--- src/hdl/nfcrd_pkg.sv ---
// ----------------------------------------------------------------------------
// nfcrd_pkg
// Types and constants shared by the response deframer and its checker.
// ----------------------------------------------------------------------------
`default_nettype none

package nfcrd_pkg;

  localparam int unsigned TRANSFER_BYTES = 32;
  localparam int unsigned START_LIMIT    = 20;
  localparam int unsigned POS_W          = 6;

  localparam logic [7:0] MAX_PAYLOAD_RST = 8'd20;
  localparam logic [7:0] SYNC_ZERO       = 8'h00;
  localparam logic [7:0] SYNC_FF         = 8'hFF;

  localparam logic KIND_PAYLOAD = 1'b0;
  localparam logic KIND_SUMMARY = 1'b1;

  typedef enum logic [1:0] {
    ST_OK        = 2'd0,
    ST_NO_HEADER = 2'd1,
    ST_ZERO_LEN  = 2'd2,
    ST_SHORT     = 2'd3
  } status_t;

  typedef enum logic [2:0] {
    PH_SEARCH   = 3'd0,
    PH_CHECKSUM = 3'd1,
    PH_TFI      = 3'd2,
    PH_PAYLOAD  = 3'd3,
    PH_DONE     = 3'd4
  } phase_t;

  typedef struct packed {
    logic [7:0] rx_byte;
    logic       end_of_transfer;
  } in_beat_t;

  typedef struct packed {
    logic       kind;
    logic [7:0] payload_byte;
    logic [7:0] byte_index;
    logic [1:0] status;
    logic [7:0] payload_count;
    logic       last;
  } out_beat_t;

  function automatic logic [7:0] bit_rev8(input logic [7:0] v);
    logic [7:0] r;
    for (int i = 0; i < 8; i++) begin
      r[i] = v[7 - i];
    end
    return r;
  endfunction

endpackage

`default_nettype wire

--- src/hdl/nfc_response_deframer.sv ---
// ----------------------------------------------------------------------------
// nfc_response_deframer
// Finds the information frame in a serial read transfer and delivers its
// payload bytes plus one summary beat per transfer.
// ----------------------------------------------------------------------------
// Takes one received byte per cycle while in_ready is high. Each byte
// updates the frame state in the cycle it is accepted and its results are
// registered into a four-entry output queue. A final byte that also
// carries a payload byte yields two beats; in_ready is high while at least
// two queue slots are free, so with the output side always ready the block
// sustains one byte per cycle.
`default_nettype none

module nfc_response_deframer
  import nfcrd_pkg::*;
(
  input  wire logic      clk,
  input  wire logic      rst,
  input  wire logic      in_valid,
  output logic           in_ready,
  input  wire in_beat_t  in_data,
  output logic           out_valid,
  input  wire logic      out_ready,
  output out_beat_t      out_data,
  input  wire logic      cfg_we,
  input  wire logic [7:0] cfg_wdata
);

  localparam int unsigned QDEPTH = 4;
  localparam int unsigned QPTR_W = $clog2(QDEPTH);
  localparam int unsigned QCNT_W = $clog2(QDEPTH + 1);

  logic [7:0]       max_payload;
  logic [POS_W-1:0] position, position_next;
  logic [23:0]      recent_bytes, recent_bytes_next;
  phase_t           phase, phase_next;
  logic [7:0]       remaining, remaining_next;
  logic [7:0]       delivered, delivered_next;
  logic [7:0]       clipped_length, clipped_length_next;

  out_beat_t        queue [QDEPTH];
  logic [QPTR_W-1:0] wr_ptr, rd_ptr;
  logic [QCNT_W-1:0] count;

  logic       accept, pop;
  logic [7:0] b;
  logic [7:0] len1;
  logic       in_window, header_hit, emit_payload;
  out_beat_t  pay_beat, sum_beat, beat0;
  logic [1:0] push_n;
  status_t    sum_status;

  assign accept   = in_valid && in_ready;
  assign pop      = out_valid && out_ready;
  assign in_ready = count <= QCNT_W'(QDEPTH - 2);
  assign b        = bit_rev8(in_data.rx_byte);
  assign len1     = b - 8'd1;

  assign in_window = (position >= POS_W'(3)) && (position <= POS_W'(START_LIMIT));
  assign header_hit = in_window && recent_bytes[23:16] == SYNC_ZERO &&
                      recent_bytes[15:8] == SYNC_ZERO && recent_bytes[7:0] == SYNC_FF &&
                      b != SYNC_ZERO;

  always_comb begin
    position_next       = position;
    recent_bytes_next   = recent_bytes;
    phase_next          = phase;
    remaining_next      = remaining;
    delivered_next      = delivered;
    clipped_length_next = clipped_length;
    emit_payload        = 1'b0;

    if (position < POS_W'(TRANSFER_BYTES)) begin
      unique case (phase)
        PH_SEARCH: begin
          if (header_hit) begin
            clipped_length_next = (len1 > max_payload) ? max_payload : len1;
            remaining_next      = clipped_length_next;
            delivered_next      = 8'd0;
            phase_next          = (clipped_length_next == 8'd0) ? PH_DONE : PH_CHECKSUM;
          end
        end
        PH_CHECKSUM: phase_next = PH_TFI;
        PH_TFI:      phase_next = PH_PAYLOAD;
        PH_PAYLOAD: begin
          emit_payload   = 1'b1;
          delivered_next = delivered + 8'd1;
          remaining_next = remaining - 8'd1;
          if (remaining_next == 8'd0) begin
            phase_next = PH_DONE;
          end
        end
        default: phase_next = PH_DONE;
      endcase
      recent_bytes_next = {recent_bytes[15:0], b};
      position_next     = position + POS_W'(1);
    end

    priority if (phase_next == PH_SEARCH) begin
      sum_status = ST_NO_HEADER;
    end else if (phase_next == PH_DONE) begin
      sum_status = (clipped_length_next == 8'd0) ? ST_ZERO_LEN : ST_OK;
    end else begin
      sum_status = ST_SHORT;
    end

    pay_beat = '{kind: KIND_PAYLOAD, payload_byte: b, byte_index: delivered,
                 status: ST_OK, payload_count: 8'd0, last: 1'b0};
    sum_beat = '{kind: KIND_SUMMARY, payload_byte: 8'd0, byte_index: 8'd0,
                 status: sum_status,
                 payload_count: (phase_next == PH_SEARCH) ? 8'd0 : clipped_length_next,
                 last: 1'b1};
    beat0  = emit_payload ? pay_beat : sum_beat;
    push_n = accept ? ({1'b0, emit_payload} + {1'b0, in_data.end_of_transfer}) : 2'd0;

    if (accept && in_data.end_of_transfer) begin
      position_next       = '0;
      recent_bytes_next   = '0;
      phase_next          = PH_SEARCH;
      remaining_next      = 8'd0;
      delivered_next      = 8'd0;
      clipped_length_next = 8'd0;
    end
  end

  always_ff @(posedge clk) begin
    if (rst) begin
      max_payload    <= MAX_PAYLOAD_RST;
      position       <= '0;
      recent_bytes   <= '0;
      phase          <= PH_SEARCH;
      remaining      <= 8'd0;
      delivered      <= 8'd0;
      clipped_length <= 8'd0;
    end else begin
      if (cfg_we) begin
        max_payload <= cfg_wdata;
      end
      if (accept) begin
        position       <= position_next;
        recent_bytes   <= recent_bytes_next;
        phase          <= phase_next;
        remaining      <= remaining_next;
        delivered      <= delivered_next;
        clipped_length <= clipped_length_next;
      end
    end
  end

  // output queue
  always_ff @(posedge clk) begin
    if (push_n != 2'd0) begin
      queue[wr_ptr] <= beat0;
    end
    if (push_n == 2'd2) begin
      queue[wr_ptr + QPTR_W'(1)] <= sum_beat;
    end
  end

  always_ff @(posedge clk) begin
    if (rst) begin
      wr_ptr <= '0;
      rd_ptr <= '0;
      count  <= '0;
    end else begin
      wr_ptr <= wr_ptr + QPTR_W'(push_n);
      if (pop) begin
        rd_ptr <= rd_ptr + QPTR_W'(1);
      end
      count <= count + QCNT_W'(push_n) - QCNT_W'(pop);
    end
  end

  assign out_valid = count != '0;
  assign out_data  = queue[rd_ptr];

endmodule

`default_nettype wire

--- config.mk ---
export PLATFORM = sky130hd
export DESIGN_NAME = nfc_response_deframer
export DESIGN_NICKNAME = d
export VERILOG_FILES = /design/src/hdl/nfcrd_pkg.sv /design/src/hdl/nfc_response_deframer.sv
export SDC_FILE = /design/constraint.sdc
export NUM_CORES = 1
export LEC_CHECK = 0
export BUFFER_PORTS_ARGS = -buffer_cell sky130_fd_sc_hd__buf_2
export CAP_MARGIN = 20
export CORE_MARGIN = 3
export CORE_UTILIZATION = 55
export CTS_CLUSTER_SIZE = 28
export DETAILED_ROUTE_END_ITERATION = 10
export PLACE_DENSITY = 0.73
export SETUP_SLACK_MARGIN = 0.1
export SYNTH_ARGS = -nofsm -noshare
export SYNTH_HDL_FRONTEND = slang
export SYNTH_SLANG_ARGS = --single-unit
export TNS_END_PERCENT = 30
--- constraint.sdc ---
create_clock -name clk -period 3.9 [get_ports clk]
set_input_delay 0.39 -clock clk [delete_from_list [all_inputs] [get_ports clk]]
set_output_delay 0.39 -clock clk [all_outputs]
set_load 0.03 [all_outputs]
==> summary.txt <==
Status -> completed
Reg clk slew, reported paths -> 0.06 ns
Slew Limit Fails -> 0
Vias in the first global route -> 6908
Post-CTS Setup Repair Bufs -> 0
Prevailing post-synth register cell -> dfxtp_1
WP buf/inv -> 1
Unrepaired setup endpoints after global routing -> no
IO Count -> 52
Power Dens Cells -> 484 nW/um^2
Crit start category -> input port
Worst-skew pair later-pin latency -> 0.43 ns
Yosys Warn Count -> 0
Dpl cell area -> 9200 sq um
Fin crit share -> 0.884
Iter 0 DRT Violations -> 502
Crit path depth -> 12
Pin count of the biggest net entering global routing -> 60
Total wire length -> 21200 um
H-Tree Level Count -> 4
Vias/cell -> 5.82
Die span in y -> 132 um
Crit Path Class -> input port to flip-flop
Register-to-Register Path Depth -> 9
Sequential cell area -> 4050 sq um
First-pass GRT wire length -> 35400 um
PortBufs -> 51
Placer Congestion -> 0.935
Total grt overflow -> 0
Clock tree from TritonCTS -> yes
Switching share of power -> 0.295
Setup violators final -> 0
Setup tns final -> 0 ns
Max VDD drop -> 0.440 mV
Post-Syn Instances -> 957
Worst-margin pin slew -> 0.973 ns
Top cell type's share of synthesized area -> 0.326
Critical Path RT -> 4.13 ns
Antenna Nets Post-Route -> 0
Syn avg cell area -> 9.11 sq um
Hold Violations, Final -> 0
Die area -> 17400 sq um
Largest cells by area after synthesis -> dfxtp_1, edfxtp_1, nor2_1
Critical path capture point type -> flip-flop
Post-synth ARST share -> 0
Root Buffer -> clkbuf_16
Hold depth -> 3
Layout cell share with drive strength beyond 1 -> 0.157
Critical path's largest stage delay -> 0.46 ns
Arrival time at the worst endpoint -> 3.68 ns
Pint -> 3.34 mW
Rows -> 45
Initial core utilization -> 0.567
Clock tree buffer depth -> 2
Detail Placement HPWL -> 14300 um
CP Cell Sequence -> buf_2 -> nor3_1 -> a21boi_0 -> or2_2 -> ha_1 -> a211o_1 -> nand2_1 -> and4b_1 -> o21ai_1 -> a221oi_1 -> a31oi_1 -> o41ai_1
Sequential share of power -> 0.441
Clk_skew -> 0.00776 ns
Biggest area consumer among synthesized cells -> dfxtp_1
Leak -> 3.68 nW
Final period demand of the worst path -> 3.45 ns
DRT Pass-1 Iters -> 5
Inst Count DP -> 1184
Worst Hold Class -> input port to flip-flop
CTS resizes -> 0
Antenna Cells -> 0
Area delta synth->final -> 12.4%
Clock power share -> 0.363
Detailed-route DRC error count -> 0
Fin cells -> 1216
Hold slack final -> 0.176 ns
CTS hold repair buffers -> 0
FMAX -> 290 MHz
Multi-input logic area -> 4370 sq um
Most frequent cells in the layout -> nor2_1, dfxtp_1, a21oi_1, nand2_1, buf_2
Max-cap violation count -> 0
Average wire per standard cell -> 17.5 um
Post-synth net total -> 1000
Vias -> 7079
Core ar. -> 15400 sq um
Chip Width -> 132 um
Initial antenna violation count -> 0
Total power -> 4.75 mW
Mapped cell area -> 8720 sq um
Nets@finish -> 1035
Commonest non-fill, non-tap cell in the layout -> nor2_1
Post-synth EDFFs -> 40
Netlist cell types -> 72
Flops & latches, synth -> 182
Overall Global Routing Usage -> 0.251
Register area share after synthesis -> 0.464
Combinational share of power -> 0.196
CP delay by family, top -> compound AO/OA/AOI/OAI gates
Design area -> 9800 sq um
Fill cells -> 1272
Clock Sinks -> 182
Net switching power -> 1.40 mW
Slew headroom -> 0.352
TritonCTS Buffers -> 17
Worst Path Max Fanout -> 8
Worst path slowest cell -> a221oi_1
stage by stage:
step / worst slack, ns / utilization
2_1_floorplan: 0.405 / -
3_3_place_gp: 0.195 / 0.599
3_5_place_dp: 0.0986 / 0.599
4_1_cts: 0.545 / 0.637
5_1_grt: 0.214 / 0.637
6_report: 0.453 / 0.637
cells in the mapped netlist (3+ instances only):
| master | number |
|---|---|
| nand2_1 | 65 |
| nand3_1 | 15 |
| o21ai_0 | 14 |
| o31ai_1 | 3 |
| nor2_1 | 251 |
| nor4_1 | 12 |
| a22oi_1 | 26 |
| ha_1 | 20 |
| clkbuf_1 | 51 |
| o211ai_1 | 4 |
| a21oi_1 | 84 |
| and2_1 | 9 |
| a211o_1 | 3 |
| nand2b_1 | 5 |
| nand4_1 | 10 |
| xnor2_1 | 15 |
| o41ai_1 | 4 |
| or2_2 | 6 |
| o21ai_1 | 3 |
| nor2b_1 | 4 |
| mux4_2 | 27 |
| or3_1 | 5 |
| inv_1 | 28 |
| mux2i_1 | 6 |
| a2bb2oi_1 | 8 |
| or4_1 | 4 |
| o31a_1 | 3 |
| edfxtp_1 | 40 |
| a21o_1 | 3 |
| a211oi_1 | 7 |
| a31oi_1 | 6 |
| nor3_1 | 13 |
| dfxtp_1 | 142 |
| xor2_1 | 8 |
| nand4b_1 | 5 |
final timing paths:
kind | start | to | slack [ns]
worst max-delay path | in_data[6] | queue[3][10]$_DFFE_PP_ | 0.45
worst min-delay path | cfg_wdata[2] | max_payload[2]$_SDFFE_PP1P_ | 0.18
worst max register to register | position[5]$_SDFFE_PP0P_ | queue[3][1]$_DFFE_PP_ | 0.81
worst min register to register | queue[2][0]$_SDFFE_PP1P_ | queue[2][0]$_SDFFE_PP1P_ | 0.44
power by group through the flow:
stage | clock network, mW | registers (mW) | logic, mW
global route | 1.82 | 2.11 | 1.01
CTS | 1.74 | 2.10 | 0.936
floorplan | 0 | 2.09 | 0.743
finish | 1.72 | 2.09 | 0.930
global placement | 0 | 2.13 | 0.917
detailed placement | 0 | 2.13 | 0.928
logic make-up after synthesis:
group / share of synthesized area
simple gates: 0.226
mux: 0.0767
buf+inv: 0.0389
flops: 0.464
xor+xnor: 0.0231
fa+ha+maj: 0.0310
compound gates: 0.140
routing by layer:
layer	global-route usage	vias up	routed length, um
met1	0.341	3369	9570
met4	0.0834	0	482
met3	0.0420	36	1090
met5	0	-	0
met2	0.412	220	10100
li1	-	3454	-
cell type report:
cell class | count | area share
inverters | 28 | 0.0107
clock inverters | 9 | 0.00894
flip-flops and latches | 182 | 0.413
clock buffers | 23 | 0.0521
multi-input cells | 690 | 0.446
well taps | 211 | 0.0269
repair buffers | 73 | 0.0429
registers in the layout, indices dropped and copies added, names as in the netlist, named ones only:
register,flops
clipped_length,8
count,3
delivered,8
max_payload,8
phase,3
position,6
queue,108
rd_ptr,2
recent_bytes,24
remaining,8
wr_ptr,2
worst min-delay path, cell delays in order:
cell	delay (ns)
buf_2	0.07
nand2_1	0.04
o211ai_1	0.06
No activity file was read; power rests on OpenSTA's default activity.
